<file path="config.mk">
export PLATFORM = sky130hd
export DESIGN_NAME = gsvp_sequencer
export DESIGN_NICKNAME = d
export VERILOG_FILES = /design/src/rtl/gsvp_pkg.sv /design/src/rtl/gsvp_sequencer.sv
export SDC_FILE = /design/constraint.sdc
export NUM_CORES = 1
export LEC_CHECK = 0
export BUFFER_PORTS_ARGS = -buffer_cell sky130_fd_sc_hd__buf_4
export CAP_MARGIN = 20
export CORE_AREA = 2 2 39 41
export DETAILED_ROUTE_END_ITERATION = 8
export DIE_AREA = 0 0 41 43
export PLACE_DENSITY = 0.89
export RECOVER_POWER = 25
export SYNTH_ARGS = -nofsm -noshare
export SYNTH_HDL_FRONTEND = slang
export SYNTH_SLANG_ARGS = --single-unit
</file>
<file path="constraint.sdc">
create_clock -name clk -period 3.6 [get_ports clk]
set_input_delay 0.18 -clock clk [delete_from_list [all_inputs] [get_ports clk]]
set_output_delay 0.18 -clock clk [all_outputs]
set_load 0.02 [all_outputs]
</file>
<file path="src/rtl/gsvp_pkg.sv">
// ----------------------------------------------------------------------------
// gsvp_pkg
// Shared types, constants and helpers of the greedy search visit planner:
// control word layout, sequencer steps, jump conditions and status flags.
// ----------------------------------------------------------------------------
package gsvp_pkg;

  localparam int DEF_MAX_ROWS   = 16;
  localparam int DEF_MAX_COLS   = 16;
  localparam int DEF_MAX_BUDGET = 64;

  localparam int PROB_W    = 17;
  localparam int GAIN_W    = 32;
  localparam int BELIEF_W  = 16;
  localparam int COUNT_W   = 8;
  localparam int BUDGET_W  = 7;
  localparam int CELL_W    = 4;
  localparam int DIM_W     = 5;
  localparam int CMP_W     = 7;
  localparam int CFG_IDX_W = 2;
  localparam int MUL_W     = GAIN_W + PROB_W;

  localparam logic [PROB_W-1:0] ONE_Q16         = 17'h10000;
  localparam logic [PROB_W-1:0] DETECT_PROB_RST = 17'h08000;
  localparam logic [DIM_W-1:0]  GRID_DIM_RST    = 5'd16;

  // configuration register indexes
  localparam logic [CFG_IDX_W-1:0] CFG_DETECT_PROB = 2'd0;
  localparam logic [CFG_IDX_W-1:0] CFG_GRID_ROWS   = 2'd1;
  localparam logic [CFG_IDX_W-1:0] CFG_GRID_COLS   = 2'd2;

  typedef enum logic [3:0] {
    STEP_IDLE,
    STEP_DISPATCH,
    STEP_LOAD_INIT,
    STEP_LOAD_DECAY,
    STEP_LOAD_WRITE,
    STEP_PLAN_INIT,
    STEP_SCAN_START,
    STEP_SCAN,
    STEP_DRAIN,
    STEP_CHECK,
    STEP_TAKE,
    STEP_WRITEBACK,
    STEP_LOOP,
    STEP_FINISH
  } step_t;

  typedef enum logic [2:0] {
    COND_ALWAYS,
    COND_NO_START,
    COND_PLAN_MODE,
    COND_CNT_ZERO,
    COND_BUDGET_ZERO,
    COND_SCAN_LAST,
    COND_NOT_FOUND,
    COND_REM_ZERO
  } cond_t;

  typedef enum logic [1:0] {
    MUL_NONE,
    MUL_LOAD,
    MUL_DECAY_GAIN,
    MUL_DECAY_BEST
  } mul_op_t;

  // one microcode word
  typedef struct packed {
    cond_t   cond;
    logic    hold;
    step_t   target;
    logic    busy;
    mul_op_t mul_op;
    logic    load_write;
    logic    plan_init;
    logic    scan_start;
    logic    scan_issue;
    logic    take;
    logic    write_back;
    logic    finish;
  } ctrl_t;

  // datapath flags tested by jumps
  typedef struct packed {
    logic plan_mode;
    logic cnt_zero;
    logic budget_zero;
    logic scan_last;
    logic not_found;
    logic rem_zero;
  } status_t;

  // zero acts as one, anything above the limit saturates to it
  function automatic logic [DIM_W-1:0] dim_clamp(input logic [DIM_W-1:0] v, input int maxv);
    logic [DIM_W-1:0] r;
    if (v == '0) begin
      r = DIM_W'(1);
    end else if (int'(v) > maxv) begin
      r = DIM_W'(maxv);
    end else begin
      r = v;
    end
    return r;
  endfunction

endpackage

</file>
<file path="src/rtl/gsvp_sequencer.sv">
// ----------------------------------------------------------------------------
// gsvp_sequencer
// Step counter and control store. Each step issues one control word to the
// datapath and either advances, holds or jumps on a tested condition.
// ----------------------------------------------------------------------------
module gsvp_sequencer (
  input  logic             clk,
  input  logic             rst,
  input  logic             start,
  input  gsvp_pkg::status_t status,
  output gsvp_pkg::ctrl_t   ctrl
);
  import gsvp_pkg::*;

  step_t step;
  step_t step_next;
  logic  cond_hit;

  function automatic ctrl_t ucode(input step_t s);
    ctrl_t w;
    w        = '0;
    w.cond   = COND_ALWAYS;
    w.target = STEP_IDLE;
    w.busy   = 1'b1;
    w.mul_op = MUL_NONE;
    unique case (s)
      STEP_IDLE: begin
        w.busy   = 1'b0;
        w.cond   = COND_NO_START;
        w.target = STEP_IDLE;
      end
      STEP_DISPATCH: begin
        w.cond   = COND_PLAN_MODE;
        w.target = STEP_PLAN_INIT;
      end
      STEP_LOAD_INIT: begin
        w.mul_op = MUL_LOAD;
        w.target = STEP_LOAD_DECAY;
      end
      STEP_LOAD_DECAY: begin
        w.mul_op = MUL_DECAY_GAIN;
        w.cond   = COND_CNT_ZERO;
        w.target = STEP_LOAD_WRITE;
        w.hold   = 1'b1;
      end
      STEP_LOAD_WRITE: begin
        w.load_write = 1'b1;
        w.target     = STEP_IDLE;
      end
      STEP_PLAN_INIT: begin
        w.plan_init = 1'b1;
        w.cond      = COND_BUDGET_ZERO;
        w.target    = STEP_FINISH;
      end
      STEP_SCAN_START: begin
        w.scan_start = 1'b1;
        w.target     = STEP_SCAN;
      end
      STEP_SCAN: begin
        w.scan_issue = 1'b1;
        w.cond       = COND_SCAN_LAST;
        w.target     = STEP_DRAIN;
        w.hold       = 1'b1;
      end
      STEP_DRAIN: begin
        w.target = STEP_CHECK;
      end
      STEP_CHECK: begin
        w.cond   = COND_NOT_FOUND;
        w.target = STEP_FINISH;
      end
      STEP_TAKE: begin
        w.take   = 1'b1;
        w.mul_op = MUL_DECAY_BEST;
        w.target = STEP_WRITEBACK;
      end
      STEP_WRITEBACK: begin
        w.write_back = 1'b1;
        w.cond       = COND_REM_ZERO;
        w.target     = STEP_FINISH;
      end
      STEP_LOOP: begin
        w.target = STEP_SCAN_START;
      end
      STEP_FINISH: begin
        w.finish = 1'b1;
        w.target = STEP_IDLE;
      end
      default: begin
        w.target = STEP_IDLE;
      end
    endcase
    return w;
  endfunction

  assign ctrl = ucode(step);

  always_comb begin
    unique case (ctrl.cond)
      COND_ALWAYS:      cond_hit = 1'b1;
      COND_NO_START:    cond_hit = !start;
      COND_PLAN_MODE:   cond_hit = status.plan_mode;
      COND_CNT_ZERO:    cond_hit = status.cnt_zero;
      COND_BUDGET_ZERO: cond_hit = status.budget_zero;
      COND_SCAN_LAST:   cond_hit = status.scan_last;
      COND_NOT_FOUND:   cond_hit = status.not_found;
      COND_REM_ZERO:    cond_hit = status.rem_zero;
      default:          cond_hit = 1'b1;
    endcase
  end

  always_comb begin
    priority if (cond_hit) begin
      step_next = ctrl.target;
    end else if (ctrl.hold) begin
      step_next = step;
    end else begin
      step_next = step_t'(4'(step) + 4'd1);
    end
  end

  always_ff @(posedge clk) begin
    if (rst) begin
      step <= STEP_IDLE;
    end else begin
      step <= step_next;
    end
  end

endmodule

</file>
### Word-level counts from Yosys, hierarchy flattened

Index checks and enable logic that the tools add are counted.

| storage, ports and cells | value |
|---|---|
| output and inout bits | 18 |
| bits in registers | 4 |
| word-level logic and storage cells | 43 |
| input port bits | 9 |

| operators by class | value |
|---|---|
| reduce and logical (&&, ||, !) cells | 5 |
| multiplexer cells | 15 |
| add/subtract/negate cells | 1 |
| eq/ne operators | 21 |

Operators with widths:

| kind | count |
|---|---|
| $pmux 4 s9 | 1 |
| $eq 4x4->1 const B | 6 |
| $pmux 3 s7 | 1 |
| $eq 4x3->1 const B | 4 |
| $eq 3x3->1 const B | 4 |
| $mux 1 | 9 |
| $eq 4x2->1 const B | 2 |
| $mux 4 | 2 |
| $pmux 1 s8 | 1 |
| $eq 3x2->1 const B | 2 |
| $pmux 2 s3 | 1 |
| $add 4x1->4 const B | 1 |
| $eq 4x1->1 const B | 1 |
| $logic_not 4->1 | 1 |
| $eq 3x1->1 const B | 1 |
| $logic_not 3->1 | 1 |
| $reduce_or 3->1 | 1 |
| $ne 2x1->1 const B | 1 |
| $reduce_or 2->1 | 1 |
| $logic_not 1->1 | 1 |

### Depth between registers and ports, before layout

Gate-level depths: netlist of the first run.

| logic depth | value |
|---|---|
| depth after elaboration | 5 |
| mapped depth | 8 |
| mapped depth without buffers | 7 |

### Worst setup path after synthesis of the first run

Ideal clock, no wire load.

| timing path | value |
|---|---|
| kind | reg-to-reg |
| from | register step[0] |
| to | register step[0] |
| cell stages (with the launch flop) | 8 |
| path buffers | 1 |
| setup slack | 1.658 ns |
| library setup time | 0.072 ns |
| arrival | 1.871 ns |
| clock period less this slack | 1.942 ns |
| cells stage by stage | dfxtp_1 > inv_1 > ha_1 > clkbuf_1 > a221o_1 > a32oi_2 > o21a_4 > mux2i_1 |

RTL lines:

| what | line | RTL |
|---|---|---|
| start: declaration | gsvp_sequencer.sv:15 | `step_t step;` |
| start signal: assignment | gsvp_sequencer.sv:126 | `step <= step_next;` |

### Worst setup path in the final report of the first run

| timing path | value |
|---|---|
| from | register step[0] |
| to | register step[2] |

| between the ends | value |
|---|---|
| cells in the longest elaborated chain, start to end | 5 |

Ends and longest elaborated chain:

| what | line | RTL |
|---|---|---|
| $eq 4x4->1 (tied with other cells) | gsvp_sequencer.sv:26 | `unique case (s)` |
| $pmux 3 s7 | gsvp_sequencer.sv:26 |  |
| $eq 3x3->1 (tied with other cells) | gsvp_sequencer.sv:99 | `unique case (ctrl.cond)` |
| $pmux 1 s8 | gsvp_sequencer.sv:99 |  |
| $ne 2x1->1 (no source line) or $mux 4 (tied branches) | n/a |  |

Parallel ways exist; a longest one is shown, timed or not. The select of a mux whose other input is x is not followed.
A chain may end at the register's enable or synchronous reset.

==> results of run 1 <==
cell usage after synthesis (all sizes together):
cell,n
a221o,1
nor3,2
nor2b,5
dfxtp,4
buf,3
mux2i,4
o21ai,4
a211oi,1
o21bai,2
a22o,2
or3,1
o311a,1
a2111oi,1
and2,4
o211ai,2
o31ai,1
a32oi,1
a21boi,1
ha,4
clkbuf,2
and3,2
nand2,7
inv,9
o21a,1
a21oi,4
a21o,1
o211a,2
or2,1
mux2,1
xnor2,2
nand3,1
nor2,5
final cells by class:
cell class	instances	area share
clock buffers	3	0.0277
inverters	9	0.0415
multi-input cells	64	0.586
flip-flops and latches	4	0.0985
well taps	16	0.0246
repair buffers	26	0.222
stage by stage:
step,hold WS [ps],power [mW],cells,setup WS (ps),cell area (um^2)
after global placement,375,0.632,119,1480,806
final,137,0.690,122,1320,813
after CTS,128,0.700,122,1360,828
after floorplan,255,0.485,82,1660,619
after detailed placement,376,0.643,119,1360,806
after global routing,131,0.750,122,1120,813
kinds of logic (layout without fill, tap and decap cells):
logic type      Yosys count  after routing
xor+xnor                  2              2
simple gates             28             28
mux                       5              5
flops                     4              4
fa+ha+maj                 4              4
compound gates           25             25
buf+inv                  14             38
routing by layer:
layer	vias up	global-route usage
li1	340	-
met1	302	0.295
met2	35	0.309
met3	4	0.0471
met4	0	0.113
met5	-	0
worst max-delay path by stage:
stage,to,slack [ps],cells after the start
6_report,step[2],1320,6
4_1_cts,step[2],1360,6
5_1_grt,step[2],1120,6
3_3_place_gp,step[2],1480,6
2_1_floorplan,step[0],1660,7
3_5_place_dp,step[2],1360,6
where the power goes:
group	switching, mW	total (mW)	internal [mW]
clock	0.0158	0.0529	0.0371
combinational	0.306	0.540	0.235
sequential	0.0351	0.0962	0.0611
==> impl_metrics.py, run 1 <==
metrics = {
    "timing": {
        "tightest_slew_ps": 486,
        "max_slew_margin": 0.676,
        "max_freq_mhz": 439,
        "setup_viol": 0,
        "finClkSkew_ps": 1.98,
        "min_period_over_period": 0.633,
        "rsz0062_at_grt": "false",
        "hold_viol": 0,
        "finalMaxSlewViolations": 0,
        "period_minus_slack_ps": 2280,
        "finalSetupTns_ps": 0,
    },
    "critical_path": {
        "reg2reg_from": "step[0]",
        "worstPathRequired_ps": 3730,
        "critical-path-top-delay-family": "compound AO/OA/AOI/OAI gates",
        "cp-end-kind": "register",
        "path_cells": "ha_1 -> nor2b_1 -> a221o_1 -> mux2i_1 -> a21oi_1 -> a2111oi_4",
        "reg2reg_depth": 6,
        "slowest_delay_ps": 450,
        "cp-start-kind": "register",
        "critical_path_class": "register to register",
        "critPathBufInv": 0,
        "r2r_end": "step[2]",
        "cp-startpoint": "step[0]",
        "r2r_slack_ps": 1320,
        "critPathArrivalTime_ps": 2410,
        "crit_slowest_cell": "nor2b_1",
        "path_max_fanout": 11,
    },
    "status": {
        "status": "completed",
    },
    "placed_design": {
        "post-dp-hpwl_mm": 1.29,
        "gp_congestion": 0.856,
        "port-buffer-count": 26,
    },
    "route": {
        "ant_nets": 0,
        "route.met2.wl_um": 734,
        "wl_met3_um": 105,
        "first_pass_iters": 5,
        "finalWirelength_mm": 1.61,
        "drt-met1-wl_um": 748,
        "vias": 681,
        "drc": 0,
        "wl_per_cell_um": 13.2,
        "viasPerCell": 5.58,
        "drt_iter0_drc": 7,
        "highest_layer": "met4",
    },
    "floorplan": {
        "num_rows": 14,
        "io_pins": 27,
        "die_x_um": 41,
        "chipHeight_um": 43,
        "die_area_mm2": 0.00176,
        "start_util": 0.448,
        "core-area_mm2": 0.00138,
    },
    "final_layout": {
        "fillers": 138,
        "multi_input_area_um2": 477,
        "largest_register_ffs": 4,
        "top_register": "step",
        "reg.largest.list": "step x4",
        "syn_to_final_growth_pct": 31.3,
        "num_antenna_cells": 0,
        "final_cell_mix": "22 x buf_4, 9 x inv_1, 7 x nand2_1",
        "layout_commonest_cell": "buf_4",
        "drive_gt1_frac": 0.274,
        "register_area_um2": 80.1,
        "fin_nets": 121,
        "final_util": 0.588,
    },
    "clock_tree": {
        "clockBufferDepth": 2,
        "root_buffer": "clkbuf_4",
        "hold_buffers": 0,
        "clkLatencyLatePin_ps": 230,
        "cts-buffers-inserted": 3,
        "postCtsSetupRepairBufs": 0,
        "cts_tree": "done",
        "clock_sinks": 4,
        "cts_max_level": 1,
        "ctsResizeCount": 0,
        "clkSlewWorstSetupHoldPaths_ps": 30,
    },
    "global_routing": {
        "antenna_found_initial": 0,
        "grt.total_usage": 0.218,
        "grt_overflow_total": 0,
        "grt_pass1_wl_mm": 2.66,
        "grt_pass1_vias": 626,
        "grt_max_degree": 18,
    },
    "synth": {
        "syn_avg_cell_area_um2": 7.55,
        "synth-compound-area-share": 0.349,
        "ys_seq_area_frac": 0.129,
        "synthesis.area_um2": 619,
        "synth-simple-area-share": 0.228,
        "synth_top_family_by_area": "compound AO/OA/AOI/OAI gates",
        "yosysTopAreaCell": "dfxtp_1",
        "synth_cell_types": 34,
        "synth-seq-cells": 4,
        "synth_mux_area_frac": 0.0828,
        "synthCells": 82,
        "synth_top_area_share": 0.129,
        "synth_xor_area_frac": 0.0283,
        "synth_fa_ha_area_frac": 0.0808,
        "synth_warnings": 0,
        "syn_nets": 95,
        "netlist_top_cells_area": "dfxtp_1 13%, ha_1 8.1%, mux2i_1 6.5%",
    },
    "power_and_ir_drop": {
        "cellLeakagePower_nw": 0.422,
        "power.density_mw_per_mm2": 848,
        "ir_drop_uv": 398,
    },
    "hold_path": {
        "hold_depth": 2,
        "hold_class": "input pin to register",
        "min_from": "rst",
        "min_to": "step[2]",
    },
    "flow_run": {
        "drv_cap": 0,
    },
}
No activity file was read; power rests on OpenSTA's default activity.
==> inputs of run 2 (changes only) <==
Settings changed: ABC_AREA from default to 1, CORE_AREA 2 2 39 41 to default, CORE_MARGIN from default to 1.5, CORE_UTILIZATION from default to 46, DIE_AREA 0 0 41 43 to default, PLACE_DENSITY 0.89 to 0.88.
Clock period 3.6 ns to 2.4 ns, I/O delays scaled along.
==> run 2 against run 1 <==
Compared with the run above: synthesized cell count grew 20%; register-to-register slack lost 760 ps; cell count grew 16%; core utilization grew 5.2 points; largest power group unchanged; routed wire length is the same; sequential cell count is the same; clock-buffer cell count is the same; worst hold slack gained 31 ps; sequential power grew 43%; sequential share of layout area shrank 0.10 points; synthesized area grew 0.61%; highest routed layer unchanged; design area grew 1.1%.
==> impl_metrics.py, run 2 <==
metrics = {
    "synth": {
        "synth_top_area_share": 0.129,
        "synth_ff_type": "dfxtp_1",
        "ys_seq_area_frac": 0.129,
        "synth_cell_types": 24,
        "syn_nets": 111,
        "yosysTopAreaCell": "dfxtp_1",
        "synthTopCellsByCount": "15 x nor2_1, 14 x inv_1, 12 x nand2_1, 10 x nand3_1",
        "synth_edf_count": 0,
        "synthArstFlopShare": 0,
        "synth_warnings": 0,
        "synthCells": 98,
        "synthMostInstantiatedCell": "nor2_1",
        "synthesis.area_um2": 623,
        "syn_avg_cell_area_um2": 6.36,
        "netlist_top_cells_area": "dfxtp_1 13%, nand2_4 9.0%, nor2_1 9.0%",
        "synth-seq-cells": 4,
    },
    "critical_path": {
        "cp-startpoint": "step[1]",
        "cp-start-kind": "register",
        "reg2reg_from": "step[2]",
        "cpMostUsedCell": "inv_1",
        "worstPathRequired_ps": 2280,
        "crit_slowest_cell": "dfxtp_1",
        "path_max_fanout": 4,
        "critPathBufInv": 3,
        "reg2reg_depth": 9,
        "slowest_delay_ps": 370,
        "cp.depth": 9,
        "critical_path_class": "register to output port",
        "cp-end-kind": "output port",
        "critical-path-top-delay-family": "simple AND/OR/NAND/NOR gates",
        "path_cells": "inv_1 -> ha_1 -> nor2_2 -> inv_1 -> nand2_1 -> nand3_1 -> nor2_1 -> o21ai_0 -> buf_4",
        "critPathArrivalTime_ps": 1820,
    },
    "route": {
        "wl_per_cell_um": 11.4,
        "drc": 0,
        "viasPerCell": 4.96,
        "vias": 700,
        "ant_nets": 0,
        "first_pass_iters": 4,
        "drt_iter0_drc": 4,
        "finalWirelength_mm": 1.61,
    },
    "clock_tree": {
        "cts_tree": "done",
        "hold_buffers": 0,
        "clkLatencyLatePin_ps": 240,
        "postCtsSetupRepairBufs": 0,
        "root_buffer": "clkbuf_4",
        "cts_max_level": 1,
        "clkSlewWorstSetupHoldPaths_ps": 40,
        "ctsResizeCount": 0,
        "cts-buffers-inserted": 3,
        "clock_sinks": 4,
        "clockBufferDepth": 2,
    },
    "flow_run": {
        "drv_cap": 0,
    },
    "timing": {
        "finClkSkew_ps": 2.90,
        "finalMaxSlewViolations": 0,
        "finalSetupTns_ps": 0,
        "rsz0062_at_grt": "false",
        "max_freq_mhz": 517,
        "setup_ws_ps": 464,
        "period_minus_slack_ps": 1940,
        "setup_viol": 0,
        "hold_viol": 0,
        "min_period_over_period": 0.807,
        "tightest_slew_ps": 489,
        "max_slew_margin": 0.674,
    },
    "power_and_ir_drop": {
        "power.density_mw_per_mm2": 1430,
        "power.total_mw": 1.18,
        "ir_drop_uv": 657,
        "cellLeakagePower_nw": 0.448,
    },
    "final_layout": {
        "fillers": 128,
        "multi_input_area_um2": 448,
        "final_util": 0.640,
        "num_antenna_cells": 0,
        "syn_to_final_growth_pct": 31.9,
        "drive_gt1_frac": 0.373,
        "top_register": "step",
        "largest_register_ffs": 4,
        "layout_commonest_cell": "buf_4",
        "final_cell_mix": "23 x buf_4, 15 x nor2_1, 14 x inv_1, 14 x nand2_1, 10 x nand3_1",
        "reg.largest.list": "step x4",
        "register_area_um2": 80.1,
        "fin_nets": 141,
    },
    "status": {
        "status": "completed",
    },
    "floorplan": {
        "start_util": 0.485,
        "core-area_mm2": 0.00128,
        "num_rows": 13,
        "die_x_um": 39.8,
        "die_area_mm2": 0.00158,
        "chipHeight_um": 39.8,
        "io_pins": 27,
    },
    "global_routing": {
        "grt_pass1_wl_mm": 2.42,
        "grt_max_degree": 11,
        "grt_overflow_total": 0,
        "antenna_found_initial": 0,
        "grt.total_usage": 0.230,
        "grt_pass1_vias": 573,
    },
    "hold_path": {
        "hold_depth": 4,
        "min_from": "rst",
        "hold_class": "input pin to register",
    },
    "placed_design": {
        "gp_congestion": 0.873,
        "post-place-ws_ps": 689,
        "post-dp-hpwl_mm": 1.38,
        "port-buffer-count": 26,
    },
}
==> run 2: routing by layer <==
metal | part of all wire | track usage
met5 | 0 | 0
met4 | 0.0087 | 0.0776
met3 | 0.032 | 0.0341
met2 | 0.52 | 0.377
met1 | 0.44 | 0.300
==> run 2: worst min-delay path, stage by stage <==
cell	delay, ps
buf_4	70
inv_1	60
nand2_1	70
nor2_1	40
==> run 2: cells by family after synthesis <==
family | after synthesis | share of synthesized area
AND/OR/NAND/NOR | 59 | 0.548
buffers and inverters | 19 | 0.129
AO/OA/AOI/OAI | 10 | 0.0863
adder cells (fa/ha/maj) | 4 | 0.0803
flip-flops | 4 | 0.129
XOR/XNOR | 2 | 0.0281
==> run 2: final timing paths <==
path	endpoint	slack, ps
worst max-delay path	ctrl[10]	460
worst min-delay path	step[3]	170
worst max register to register	step[0]	560
worst min register to register	step[1]	700
==> run 2: where the power goes <==
| group | switching (mW) | leakage (nW) | internal [mW] |
|---|---|---|---|
| registers | 0.0438 | 0.0330 | 0.0938 |
| logic | 0.614 | 0.401 | 0.342 |
| clock network | 0.0279 | 0.0138 | 0.0559 |
| total | 0.686 | 0.448 | 0.492 |
==> run 2: layout make-up <==
| class | count | share of cell area |
|---|---|---|
| clock buffer | 3 | 0.0274 |
| multi-input combinational | 75 | 0.545 |
| tap | 15 | 0.0228 |
| timing repair buffer | 26 | 0.224 |
| sequential | 4 | 0.0974 |
| inverter | 18 | 0.0837 |
==> run 2: per-stage QoR <==
| stage | std cells | cell area (um^2) | hold slack (ps) |
|---|---|---|---|
| finish | 141 | 822 | 168 |
| global route | 141 | 822 | 190 |
| CTS | 141 | 848 | 163 |
| detailed placement | 138 | 826 | 408 |
| global placement | 138 | 826 | 406 |
| floorplan | 98 | 623 | 300 |
==> inputs of run 3 (changes only) <==
Settings changed: ABC_AREA 1 to 0.
Clock period 2.4 ns to 1.95 ns, I/O delays scaled along.
==> run 3 against run 2 <==
Compared with the run above: setup slack lost 400 ps; sequential share of layout area is 0.53 points lower; first-iteration DRC count increased to 3.5 times the previous value; cell count shrank 5.7%; via count rose by 1.9%; die area is 0.55% lower.
==> impl_metrics.py, run 3 (synthesis gave the netlist of run 1 again) <==
metrics = {
    "status": {
        "status": "completed",
    },
    "global_routing": {
        "grt_pass1_vias": 635,
        "grt_overflow_total": 0,
        "grt_pass1_wl_mm": 2.72,
        "grt_max_degree": 9,
        "grtUsageMet3": 0,
        "use_met2": 0.480,
        "grt.total_usage": 0.262,
        "met1_usage": 0.319,
        "top_usage_layer": "met2",
        "antenna_found_initial": 0,
    },
    "clock_tree": {
        "hold_buffers": 0,
        "cts_tree": "done",
        "clkLatencyLatePin_ps": 240,
        "clockBufferDepth": 2,
        "root_buffer": "clkbuf_4",
        "cts_max_level": 1,
        "cts-buffers-inserted": 3,
        "clock_sinks": 4,
        "clkSlewWorstSetupHoldPaths_ps": 40,
    },
    "route": {
        "first_pass_iters": 4,
        "drc": 0,
        "finalWirelength_mm": 1.89,
        "viasPerCell": 5.36,
        "vias": 713,
        "drt_iter0_drc": 14,
        "wl_per_cell_um": 14.2,
        "ant_nets": 0,
    },
    "placed_design": {
        "port-buffer-count": 26,
        "post-dp-hpwl_mm": 1.46,
        "place_area_um2": 887,
        "post-place-ws_ps": -69.0,
        "dp.cells": 129,
        "gp_congestion": 0.916,
    },
    "timing": {
        "setup_ws_ps": 65.2,
        "fin_hold_ws_ps": 38.3,
        "max_slew_margin": 0.766,
        "setup_viol": 0,
        "hold_viol": 0,
        "rsz0062_at_grt": "false",
        "period_minus_slack_ps": 1880,
        "finalMaxSlewViolations": 0,
        "tightest_slew_ps": 348,
        "min_period_over_period": 0.967,
        "finClkSkew_ps": 6.31,
        "max_freq_mhz": 531,
    },
    "final_layout": {
        "num_antenna_cells": 0,
        "fin_nets": 133,
        "final_cell_area_um2": 951,
        "final_util": 0.740,
        "syn_to_final_growth_pct": 53.5,
        "final_cell_mix": "36 x buf_4, 8 x inv_1, 7 x nand2_1",
        "top_register": "step",
        "multi_input_area_um2": 510,
        "drive_gt1_frac": 0.432,
        "register_area_um2": 87.6,
        "final-instance-count-excl-fill": 133,
        "fillers": 109,
        "largest_register_ffs": 4,
        "reg.largest.list": "step x4",
        "layout_commonest_cell": "buf_4",
    },
    "critical_path": {
        "cp-end-kind": "output port",
        "reg2reg_depth": 7,
        "critical_path_class": "register to output port",
        "path_max_fanout": 6,
        "cp-start-kind": "register",
        "worstPathRequired_ps": 1850,
        "reg2reg_from": "step[1]",
        "r2r_end": "step[3]",
        "r2r_slack_ps": 120,
        "critPathArrivalTime_ps": 1790,
    },
    "floorplan": {
        "io_pins": 27,
        "chipHeight_um": 39.7,
        "start_util": 0.482,
        "die_area_mm2": 0.00158,
        "num_rows": 13,
        "die_x_um": 39.7,
        "core-area_mm2": 0.00128,
    },
    "power_and_ir_drop": {
        "ir_drop_uv": 773,
        "combPwrFrac": 0.813,
        "power.density_mw_per_mm2": 1570,
        "clockPowerShare": 0.070,
        "swShare": 0.487,
        "switchingPower_mw": 0.725,
        "cellLeakagePower_nw": 0.491,
        "intPower_mw": 0.764,
        "power_frac_seq": 0.117,
    },
    "hold_path": {
        "hold_depth": 2,
        "min_from": "rst",
        "min_to": "step[2]",
        "hold_class": "input pin to register",
    },
    "flow_run": {
        "drv_cap": 0,
    },
}
==> run 3: critical path: stages, from the launching register on <==
cell and delay, ps:
dfxtp_4 370, inv_2 60, ha_4 180, or2_4 260
or3_1 320, a22o_1 210, buf_4 160
==> run 3: power by group through the flow <==
| stage | combinational [mW] | sequential, mW | clock [mW] |
|---|---|---|---|
| floorplan | 0.753 | 0.143 | 0 |
| finish | 1.21 | 0.175 | 0.104 |
| detailed placement | 1.16 | 0.154 | 0 |
| CTS | 1.18 | 0.155 | 0.111 |
| global placement | 1.14 | 0.151 | 0 |
| global route | 1.30 | 0.183 | 0.113 |
==> run 3: cell type report <==
class | count | area share
multi-input cells | 64 | 0.537
repair buffers | 38 | 0.292
flip-flops and latches | 4 | 0.0921
inverters | 9 | 0.0355
clock buffers | 3 | 0.0237
well taps | 15 | 0.0197
==> run 3: metal layers <==
metal,share of wire,up-vias,wire [um]
met5,0,-,0
met4,0.011,0,21
met3,0.034,2,64
met2,0.52,22,976
met1,0.44,329,828
li1,-,360,-
==> run 3: how the worst max path moves through the flow <==
stage	startpoint	endpoint	slack [ps]	depth (start not counted)
6_report	step[1]	ctrl[13]	70	6
5_1_grt	step[1]	ctrl[13]	10	6
4_1_cts	step[0]	ctrl[13]	1	6
3_5_place_dp	step[1]	step[2]	-70	7
3_3_place_gp	step[1]	step[2]	10	7
2_1_floorplan	step[0]	step[0]	8	7
==> run 3: through the flow <==
| stage | setup TNS [ps] | power, mW |
|---|---|---|
| detailed placement | -101 | 1.31 |
| finish | 0 | 1.49 |
| global route | 0 | 1.60 |
| CTS | 0 | 1.44 |
| floorplan | 0 | 0.896 |
| global placement | 0 | 1.29 |
==> run 3: timing repair <==
item | in CTS | in global routing
setup endpoints to repair | 4 | 4
endpoints found under the hold margin | 0 | 0
buffers inserted | 0 | 1
resized for setup | 4 | 8
